===== config.mk =====
export PLATFORM = sky130hd
export DESIGN_NAME = bpa_ctrl
export DESIGN_NICKNAME = d
export VERILOG_FILES = /design/src/rtl/core/bpa_pkg.sv /design/src/rtl/core/bpa_ctrl.sv
export SDC_FILE = /design/constraint.sdc
export NUM_CORES = 1
export LEC_CHECK = 0
export BUFFER_PORTS_ARGS = -buffer_cell sky130_fd_sc_hd__buf_2
export CORE_MARGIN = 3
export CORE_UTILIZATION = 42
export DETAILED_ROUTE_END_ITERATION = 7
export GPL_TIMING_DRIVEN = 0
export PLACE_DENSITY_LB_ADDON = 0.15
export SLEW_MARGIN = 20
export SYNTH_ARGS = -nofsm -noshare
export SYNTH_HDL_FRONTEND = slang
export SYNTH_SLANG_ARGS = --single-unit

===== constraint.sdc =====
create_clock -name clk -period 1.7 [get_ports clk]
set_input_delay 0 -clock clk [delete_from_list [all_inputs] [get_ports clk]]
set_output_delay 0 -clock clk [all_outputs]
set_load 0.005 [all_outputs]

===== src/rtl/core/bpa_pkg.sv =====
// bpa_pkg: shared constants, codes, controller states and command/status structs
// for the buddy page allocator; no dependencies
package bpa_pkg;

	localparam int MAX_ORDER_TOP_DEF = 10;
	localparam int TOP_BLOCKS_DEF    = 4;
	localparam int PAGE_W            = 20;
	localparam int ORDER_W           = 4;
	localparam int STATUS_W          = 2;

	typedef enum logic [STATUS_W-1:0] {
		STS_OK        = 2'd0,
		STS_BAD_ORDER = 2'd1,
		STS_NO_MEM    = 2'd2,
		STS_NO_BUDDY  = 2'd3
	} status_t;

	typedef enum logic [0:0] {
		ACT_ALLOC = 1'b0,
		ACT_FREE  = 1'b1
	} action_t;

	typedef enum logic [1:0] {
		PAIR_INV = 2'd0,
		PAIR_SET = 2'd1,
		PAIR_CLR = 2'd2
	} pair_op_t;

	typedef enum logic [3:0] {
		ST_CLEAR,
		ST_IDLE,
		ST_CHECK,
		ST_SEARCH,
		ST_POP,
		ST_POP_W,
		ST_SPLIT_A,
		ST_SPLIT_B,
		ST_TGT_W,
		ST_FREE_A,
		ST_FREE_B,
		ST_WALK,
		ST_WALK_W,
		ST_FOUND,
		ST_FOUND_W,
		ST_RESP
	} ctrl_state_t;

	typedef struct packed {
		logic     load;
		logic     clr_step;
		logic     o_load;
		logic     o_inc;
		logic     o_dec;
		logic     pop_one;
		logic     pop_rd;
		logic     pop_fin;
		logic     split_push;
		logic     pair_rd;
		logic     pair_wr;
		pair_op_t pair_op;
		logic     push_b;
		logic     walk_start;
		logic     walk_rd;
		logic     walk_fin;
		logic     found_rd;
		logic     found_fin;
		logic     st_set;
		status_t  st_code;
		logic     res_set;
		logic     out_load;
	} dp_cmd_t;

	typedef struct packed {
		logic is_free;
		logic bad_req;
		logic o_top;
		logic o_tgt;
		logic head_nil;
		logic head_eq_tail;
		logic pair_bit;
		logic t_eq_buddy;
		logic t_eq_tail;
		logic cnt_max;
		logic clr_last;
		logic out_full;
		logic out_ready;
	} dp_sts_t;

endpackage


===== src/rtl/core/bpa_ctrl.sv =====
// bpa_ctrl: allocator controller state machine, sequences the datapath
// through search, split, merge and list walks; uses bpa_pkg
module bpa_ctrl import bpa_pkg::*; (
	input  logic    clk,
	input  logic    arst_n,
	input  logic    req_valid,
	output logic    req_ready,
	input  dp_sts_t sts,
	output dp_cmd_t cmd
);

	ctrl_state_t state_q, state_d;

	always_ff @(posedge clk or negedge arst_n) begin
		if (!arst_n) begin
			state_q <= ST_CLEAR;
		end else begin
			state_q <= state_d;
		end
	end

	always_comb begin
		state_d = state_q;
		case (state_q)
			ST_CLEAR:   if (sts.clr_last) state_d = ST_IDLE;
			ST_IDLE:    if (req_valid) state_d = ST_CHECK;
			ST_CHECK: begin
				if (sts.bad_req) state_d = ST_RESP;
				else if (sts.is_free) state_d = ST_FREE_A;
				else state_d = ST_SEARCH;
			end
			ST_SEARCH: begin
				if (!sts.head_nil) state_d = ST_POP;
				else if (sts.o_top) state_d = ST_RESP;
			end
			ST_POP:     state_d = sts.head_eq_tail ? ST_SPLIT_A : ST_POP_W;
			ST_POP_W:   state_d = ST_SPLIT_A;
			ST_SPLIT_A: state_d = sts.o_tgt ? ST_TGT_W : ST_SPLIT_B;
			ST_SPLIT_B: state_d = ST_SPLIT_A;
			ST_TGT_W:   state_d = ST_RESP;
			ST_FREE_A:  state_d = sts.o_top ? ST_RESP : ST_FREE_B;
			ST_FREE_B: begin
				if (!sts.pair_bit || sts.head_nil) state_d = ST_RESP;
				else state_d = ST_WALK;
			end
			ST_WALK: begin
				if (sts.t_eq_buddy) state_d = ST_FOUND;
				else if (sts.cnt_max || sts.t_eq_tail) state_d = ST_RESP;
				else state_d = ST_WALK_W;
			end
			ST_WALK_W:  state_d = ST_WALK;
			ST_FOUND:   state_d = ST_FOUND_W;
			ST_FOUND_W: state_d = ST_FREE_A;
			ST_RESP:    if (!sts.out_full || sts.out_ready) state_d = ST_IDLE;
			default:    state_d = ST_CLEAR;
		endcase
	end

	always_comb begin
		cmd       = '0;
		req_ready = 1'b0;
		case (state_q)
			ST_CLEAR: cmd.clr_step = 1'b1;
			ST_IDLE: begin
				req_ready = 1'b1;
				cmd.load  = req_valid;
			end
			ST_CHECK: begin
				if (sts.bad_req) begin
					cmd.st_set  = 1'b1;
					cmd.st_code = STS_BAD_ORDER;
				end else begin
					cmd.o_load = 1'b1;
				end
			end
			ST_SEARCH: begin
				if (sts.head_nil && sts.o_top) begin
					cmd.st_set  = 1'b1;
					cmd.st_code = STS_NO_MEM;
				end else if (sts.head_nil) begin
					cmd.o_inc = 1'b1;
				end
			end
			ST_POP: begin
				cmd.pop_one = sts.head_eq_tail;
				cmd.pop_rd  = !sts.head_eq_tail;
			end
			ST_POP_W: cmd.pop_fin = 1'b1;
			ST_SPLIT_A: begin
				cmd.pair_rd    = sts.o_tgt;
				cmd.split_push = !sts.o_tgt;
			end
			ST_SPLIT_B: begin
				cmd.pair_wr = !sts.o_top;
				cmd.pair_op = PAIR_INV;
				cmd.o_dec   = 1'b1;
			end
			ST_TGT_W: begin
				cmd.pair_wr = 1'b1;
				cmd.pair_op = PAIR_INV;
				cmd.res_set = 1'b1;
			end
			ST_FREE_A: begin
				cmd.push_b  = sts.o_top;
				cmd.pair_rd = !sts.o_top;
			end
			ST_FREE_B: begin
				cmd.pair_wr = 1'b1;
				if (!sts.pair_bit) begin
					cmd.push_b  = 1'b1;
					cmd.pair_op = PAIR_SET;
				end else begin
					cmd.pair_op = PAIR_CLR;
					if (sts.head_nil) begin
						cmd.st_set  = 1'b1;
						cmd.st_code = STS_NO_BUDDY;
					end else begin
						cmd.walk_start = 1'b1;
					end
				end
			end
			ST_WALK: begin
				if (!sts.t_eq_buddy) begin
					if (sts.cnt_max || sts.t_eq_tail) begin
						cmd.st_set  = 1'b1;
						cmd.st_code = STS_NO_BUDDY;
					end else begin
						cmd.walk_rd = 1'b1;
					end
				end
			end
			ST_WALK_W:  cmd.walk_fin = 1'b1;
			ST_FOUND:   cmd.found_rd = 1'b1;
			ST_FOUND_W: cmd.found_fin = 1'b1;
			ST_RESP:    cmd.out_load = !sts.out_full || sts.out_ready;
			default:    cmd = '0;
		endcase
	end

	a_accept_to_check: assert property (@(posedge clk) disable iff (!arst_n)
		(req_valid && req_ready) |=> (state_q == ST_CHECK))
		else $error("accepted request did not enter check");

	a_no_overwrite: assert property (@(posedge clk) disable iff (!arst_n)
		cmd.out_load |-> (!sts.out_full || sts.out_ready))
		else $error("response register overwritten while held");

	a_walk_bounded: assert property (@(posedge clk) disable iff (!arst_n)
		cmd.walk_rd |-> !sts.cnt_max)
		else $error("list walk exceeded its bound");

endmodule


==> results of run 1 <==
## cells by family (layout without fill, tap and decap cells)
logic type / count (synthesis) / in the layout / synth area share, %
AO/OA/AOI/OAI: 25 / 25 / 27.51
buffers and inverters: 16 / 62 / 12.27
flip-flops: 4 / 4 / 14.87
AND/OR/NAND/NOR: 55 / 55 / 45.35
## worst max-delay path: stages (launching register included)
cell and delay (ns):
dfrtp_2 0.42, nand2b_1 0.18, buf_4 0.19, nor4_4 0.30, a21oi_1 0.10, nand3_1 0.09
buf_2 0.11
## worst max path at each step
stage	end	start	depth (start not counted)	slack (ns)
2_1_floorplan	state_q[2]	state_q[3]	5	0.26
3_3_place_gp	state_q[1]	state_q[2]	5	-0.02
6_report	cmd[4]	state_q[2]	6	0.06
3_5_place_dp	state_q[1]	state_q[2]	5	-0.01
5_1_grt	cmd[4]	state_q[2]	6	-0.02
4_1_cts	cmd[4]	state_q[2]	6	0.02
## what timing repair did
action / in CTS / in global routing
gates resized for setup: 4 / 9
buffers inserted: 0 / 2
setup endpoints to repair: 4 / 7
endpoints found under the hold margin: 4 / 0
hold buffers: 1 / 0
pin swaps: 0 / 1
## routing by layer
layer  up-vias  wire length, µm  track usage [%]
met5         -                0                0
met4         0               23            10.23
met3         3              182            4.743
met2        43             1012            32.69
met1       414              984            31.69
li1        465                -                -
## area by class of cell
type	count	area, µm²
Timing Repair Buffer	43	225.2
Inverter	6	22.52
Multi-Input combinational cell	80	533.0
Tap cell	15	18.77
Sequential cell	4	101.3
Buffer	10	63.81
Clock buffer	3	22.52
Fill cell	114	411.6
## through the flow
stage                TNS, ns  hold WS (ns)  setup slack (ns)  utilization, %
global route        -0.03525       0.01170          -0.02454           70.57
finish                     0      0.007688           0.06216           70.57
floorplan                  0       -0.2956            0.2563               -
CTS                        0      0.004928           0.01646           67.44
global placement    -0.03014       -0.1961          -0.01906           63.77
detailed placement  -0.01060       -0.1893          -0.01060           63.77
## power breakdown
part           internal [µW]  switching (µW)
combinational            579             795
sequential               155            34.3
clock                   79.6            48.2
total                    814             878
## cells in the mapped netlist (2+ instances only)
library cell and instances:
nand2_1 9, o32ai_1 2, nand2b_1 7, clkbuf_1 2, buf_6 2, nor4_1 5, buf_2 6, a21oi_1 6
and3_1 2, a21o_1 2, o21ai_0 3, a211oi_1 2, nor4b_1 2, inv_1 6, nand3_1 4, dfrtp_1 4
nor3_1 7, nor2b_1 2, nor2_1 12
==> results.md, run 1 <==
* Routability congestion estimate at slightly below 0.9
* Reg2reg path depth at 6
* RR Startpoint: state_q[0]
* Actual slew at the worst max-slew pin at 0.3806 ns
* Asr flop ratio synth at 100.0%
* Residual DRC at 0
* Leakage at 0.0005170 µW
* Post-synthesis net count at 116
* Tot Pwr at about 1700 µW
* Overall routing resource usage at 22.65%
* Hold wc startpoint: sts[2]
* Placed Cells at ~160
* Reg-to-reg setup timing slack at roughly 0.15 ns
* CTS root buf: clkbuf_4
* Setup CP Type: reg -> out
* Non-filler cells, final at ~160
* Layout cells sized above 1 at 43.84%
* Num CTS Buffers at 3
* Rows at 13
* Area Growth Syn to Fin at 46.65%
* WHS Path Cells at 3
* EDFF count, synth at 0
* Top Registers: state_q (4)
* Path category of the worst min-delay check: in -> reg
* Pin count of the biggest net entering global routing at 11
* Tmin final at between 1.5 and 2 ns
* CTS tree: yes
* Synth top area share at 14.87%
* Final hold viol count at 0
* I/O Pins at ~40
* Initial antenna violation count at 0
* Count of cell types in the netlist at 34
* Skew-Pair Late Insertion Delay at 0.25 ns
* Critical Path AT at around 1.6 ns
* Die Area at approximately 2100 µm²
* Reg with most FFs: state_q
* Most common cell after layout, fill and taps aside: buf_2
* Max VDD drop at ~0.0011 V
* Worst reg2reg endpoint: state_q[1]
* Worst Path Required at 1.70 ns
* Die W at roughly 46 µm
* Number of diodes at 0
* Max clock buf depth at 2
* CP Capture Type: output pin
* Synthesized area per cell at 6.731 µm²
* Initial Utilization at between 40% and 50%
* Post-synth top area cell: dfrtp_1
* DR WL/cell at between 10 and 15 µm
* Maxcap violations at 0
* Final instance area at a little under 1000 µm²
* CP Launch Type: flip-flop
* Power Dens Cells at 1713 nW/µm²
* First drt pass iteration count at 4
* Core area at roughly 1400 µm²
* Crit share post-route at a little over nine tenths
* Post-DP HPWL at approximately 1600 µm
* WL final at between 2000 and 2500 µm
* Final setup viols at 0
* Fin. max-slew vios at 0
* Hold Path Sink: state_q[0]
* Final #Nets at 164
* DR vias at about 900
* Largest register FFs at 4
* Dpl cell area at 892.1 µm²
* Syn. warnings at 0
* H-tree level count at 1
* Max-slew headroom at 74.58%
* Antenna Nets Post-Route at 0
* Die Span Y at around 46 µm
* Leading post-synthesis cells by cell area: dfrtp_1 15%, nor2_1 6.7%, nand2b_1 6.5%
* Clk slew on worst S/H paths at around 0.040 ns
* Cells after Synth at 100
* Post-Syn Area at 673.1 µm²
* Vias per cell at about 5.7
* First-pass GRT wire length at approximately 3500 µm
* F_max at slightly above 600 MHz
* Most frequent cells in the layout: 45 x buf_2, 12 x nor2_1, 8 x nand2_1
* Total grt overflow at 0
* PortBufs at 40
* Setup skew after layout at 0.007299 ns
* Critical-path maximum fanout at 10
* Status: complete, no violations
* Number of global-route vias before repair at 788
* Register bit count reported by yosys at 4
* Ys flop type: dfrtp_1
* Sequential element share of the synthesized area at 14.87%
* Drt first-iter violations at 28
* Clk sinks at 4
Power figures use the tool's default switching activity.
==> run 2: changes to the inputs <==
--- a/config.mk
+++ b/config.mk
@@ -8,6 +8,7 @@
 export BUFFER_PORTS_ARGS = -buffer_cell sky130_fd_sc_hd__buf_2
 export CORE_MARGIN = 3
 export CORE_UTILIZATION = 42
+export CTS_CLUSTER_SIZE = 25
 export DETAILED_ROUTE_END_ITERATION = 7
 export GPL_TIMING_DRIVEN = 0
 export PLACE_DENSITY_LB_ADDON = 0.15
==> constraint.sdc (replaced) <==
create_clock -name clk -period 1.7 [get_ports clk]
set_input_delay 0.34 -clock clk [delete_from_list [all_inputs] [get_ports clk]]
set_output_delay 0.34 -clock clk [all_outputs]
set_load 0.005 [all_outputs]
==> results.md, run 2 <==
* Syn. warnings at 0
* Synthesized area per cell at 6.731 µm²
* Post-DP HPWL at 1643 µm
* Pin count of the biggest net entering global routing at 11
* Stop stage: global routing (5_1_grt)
* Register bit count reported by yosys at 4
* Count leader, synth: nor2_1
* Routability congestion estimate at about 0.88
* Max clock buf depth at 2
* Initial Utilization at about half
* Post-synthesis net count at 116
* Die Span Y at ~46 µm
* CTS root buf: clkbuf_4
* Num CTS Buffers at 3
* Post-Syn Area at around 670 µm²
* Clk sinks at 4
* Pre-CTS setup slack at -0.2341 ns
* Sequential element share of the synthesized area at about 15%
* Top cells by count, synth: 12 x nor2_1, 9 x nand2_1, 7 x nand2b_1, 7 x nor3_1
* Post-synth top area cell: dfrtp_1
* PortBufs at 40
* Status: aborted with a tool error
* Worst setup endpoint GRT: cmd[4]
* Tool error: [ERROR DPL-0038] Utilization greater than 100%, impossible to legalize
* Rows at 13
* Asr flop ratio synth at between 90% and 100%
* I/O Pins at just over 40
* H-tree level count at 1
* Synth top area share at between 10% and 20%
* Worst endpoint type: primary output
* Count of cell types in the netlist at 34
* Ys flop type: dfrtp_1
* EDFF count, synth at 0
* Cells after Synth at 100
* Leading post-synthesis cells by cell area: dfrtp_1 15%, nor2_1 6.7%, nand2b_1 6.5%
* Die W at between 40 and 50 µm
==> run 2: cell counts after synthesis <==
Identical to the previous run, type by type.
==> run 2: kinds of logic after synthesis <==
group                  synth area share, %
and+or+nand+nor                      45.35
DFF                                  14.87
buffers and inverters                12.27
AOI/OAI and AO/OA                    27.51
==> run 2: timing repair <==
action,in CTS
hold buffers,1
pin swaps,4
buffers inserted,11
endpoints found under the setup margin,18
hold endpoints to repair,4
gates cloned,0
gates resized for setup,32
==> run 2: through the flow <==
stage	util, %	cells	hold slack (ns)	cell area (µm²)
2_1_floorplan	-	100	0.04441	673.1
3_3_place_gp	63.77	155	0.1439	892.1
3_5_place_dp	63.77	155	0.1507	892.1
4_1_cts	81.93	169	0.3449	1146
==> run 3: changes to the inputs <==
--- a/config.mk
+++ b/config.mk
@@ -6,10 +6,9 @@
 export NUM_CORES = 1
 export LEC_CHECK = 0
 export BUFFER_PORTS_ARGS = -buffer_cell sky130_fd_sc_hd__buf_2
-export CORE_MARGIN = 3
-export CORE_UTILIZATION = 42
-export CTS_CLUSTER_SIZE = 25
+export CORE_AREA = 3 3 64 66
 export DETAILED_ROUTE_END_ITERATION = 7
+export DIE_AREA = 0 0 67 69
 export GPL_TIMING_DRIVEN = 0
 export PLACE_DENSITY_LB_ADDON = 0.15
 export SLEW_MARGIN = 20
==> results.md, run 3 (synthesis gave the netlist of run 1 again) <==
* Failing checks: negative setup slack
* Layout cells sized above 1 at 63.10%
* H-tree level count at 1
* Setup CP Type: reg -> out
* Routability congestion estimate at 0.7938
* Initial Utilization at roughly 19%
* WL final at 3053 µm
* Overall routing resource usage at about an eighth
* Residual DRC at 0
* Maxcap violations at 0
* Leakage at roughly 0.0007 µW
* Core Util, Final at between 40% and 50%
* Non-filler cells, final at ~220
* Rows at 22
* RSZ-0062 raised after global routing: yes
* CP Capture Type: output pin
* Max clock buf depth at 2
* First drt pass iteration count at 4
* Switching Share at between 40% and 50%
* Path category of the worst min-delay check: in -> reg
* Worst Setup Slack, final at -0.09876 ns
* PortBufs at 40
* Number of diodes at 0
* Reg with most FFs: state_q
* Actual slew at the worst max-slew pin at 0.4153 ns
* Clock share of power at approximately 7.1%
* Crit share post-route at 105.8%
* Max VDD drop at between 0.0004 and 0.0005 V
* Vias per cell at slightly below 5
* Power Dens Cells at approximately 1900 nW/µm²
* Internal cell power at approximately 1500 µW
* Most frequent cells in the layout: 40 x buf_2, 23 x buf_4, 11 x nor2_1
* Num CTS Buffers at 3
* Number of global-route vias before repair at between 900 and 1,000
* Final setup viols at 11
* CTS tree: yes
* Core area at approximately 3600 µm²
* Initial antenna violation count at 0
* I/O Pins at 41
* Placed Cells at roughly 190
* Fin. max-slew vios at 0
* Critical Path AT at roughly 1.5 ns
* Gate power share at 86.1%
* Area Growth Syn to Fin at 117.8%
* Final hold viol count at 0
* Drt first-iter violations at 33
* Pin count of the biggest net entering global routing at 11
* Setup skew after layout at about 0.0023 ns
* Worst Path Required at between 1 and 1.5 ns
* DR WL/cell at around 14 µm
* First-pass GRT wire length at about 4500 µm
* Critical-path maximum fanout at 5
* F_max at roughly 560 MHz
* Status: complete, but fails checks
* DR vias at between 1,000 and 1,500
* Die Span Y at ~70 µm
* CTS root buf: clkbuf_8
* Post-DP HPWL at approximately 2000 µm
* Die Area at about 4600 µm²
* Max-slew headroom at slightly above 70%
* Clk slew on worst S/H paths at 0.03 ns
* CP Launch Type: flip-flop
* Seq pwr share at around 7%
* Most common cell after layout, fill and taps aside: buf_2
* Setup TNS at -0.6034 ns
* Antenna Nets Post-Route at 0
* Largest register FFs at 4
* Clk sinks at 4
* Top Registers: state_q (4)
* Skew-Pair Late Insertion Delay at between 0.2 and 0.25 ns
* Pre-CTS setup slack at -0.3778 ns
* Sw power at approximately 1300 µW
* Tmin final at roughly 1.8 ns
* Total grt overflow at 0
* Final #Nets at approximately 190
* Die W at ~67 µm
[run 3: cell type report]
class,count,area [µm²]
inverters,6,22.52
flip-flops and latches,4,101.3
clock buffers,3,41.29
plain buffers,8,106.4
fillers,388,2167
repair buffers,67,439.2
multi-input cells,80,695.7
well taps,48,60.06
[run 3: final timing paths]
kind	cells after the start	end	start	slack [ns]
max in group asynchronous	2	state_q[2]	arst_n	1.11
hold reg to reg	4	state_q[1]	state_q[1]	0.89
hold / removal	3	state_q[0]	sts[2]	0.41
min in group asynchronous	2	state_q[0]	arst_n	0.46
setup reg to reg	8	state_q[3]	state_q[0]	0.05
setup / recovery	5	cmd[14]	state_q[2]	-0.1
[run 3: what timing repair did]
item                                    CTS  global route
resized for setup                        31            28
gates cloned                              0             1
hold buffers                              1             0
pin swaps                                 5            12
endpoints found under the hold margin     4             0
buffers inserted                         11            14
endpoints found under the setup margin   19            23
[run 3: power by group through the flow]
stage | clock (µW) | combinational (µW) | sequential, µW
2_1_floorplan | 0 | 919 | 184
3_3_place_gp | 0 | 1310 | 199
3_5_place_dp | 0 | 1310 | 198
4_1_cts | 202 | 1760 | 186
5_1_grt | 208 | 2570 | 191
6_report | 198 | 2390 | 190
[run 3: stage by stage]
step	power [µW]	cell area, µm²	hold slack, ns
detailed placement	1506	933.4	0.1445
global placement	1514	933.4	0.1426
finish	2781	1466	0.4078
global route	2970	1466	0.4243
CTS	2148	1194	0.4115
floorplan	1103	673.1	0.04441
[run 3: layer usage]
layer	track usage [%]	routed length, µm	part of all wire, %
met3	0.9772	251	8.2
met2	19.21	1513	50
met4	5.631	63	2.1
met1	16.44	1224	40
met5	0	0	0
[run 3: critical path, cell delays in order, from the launching register on]
cell and delay, ns:
dfrtp_2 0.40, nand2b_4 0.15, buf_8 0.13, buf_4 0.14, o32ai_1 0.25, buf_2 0.17
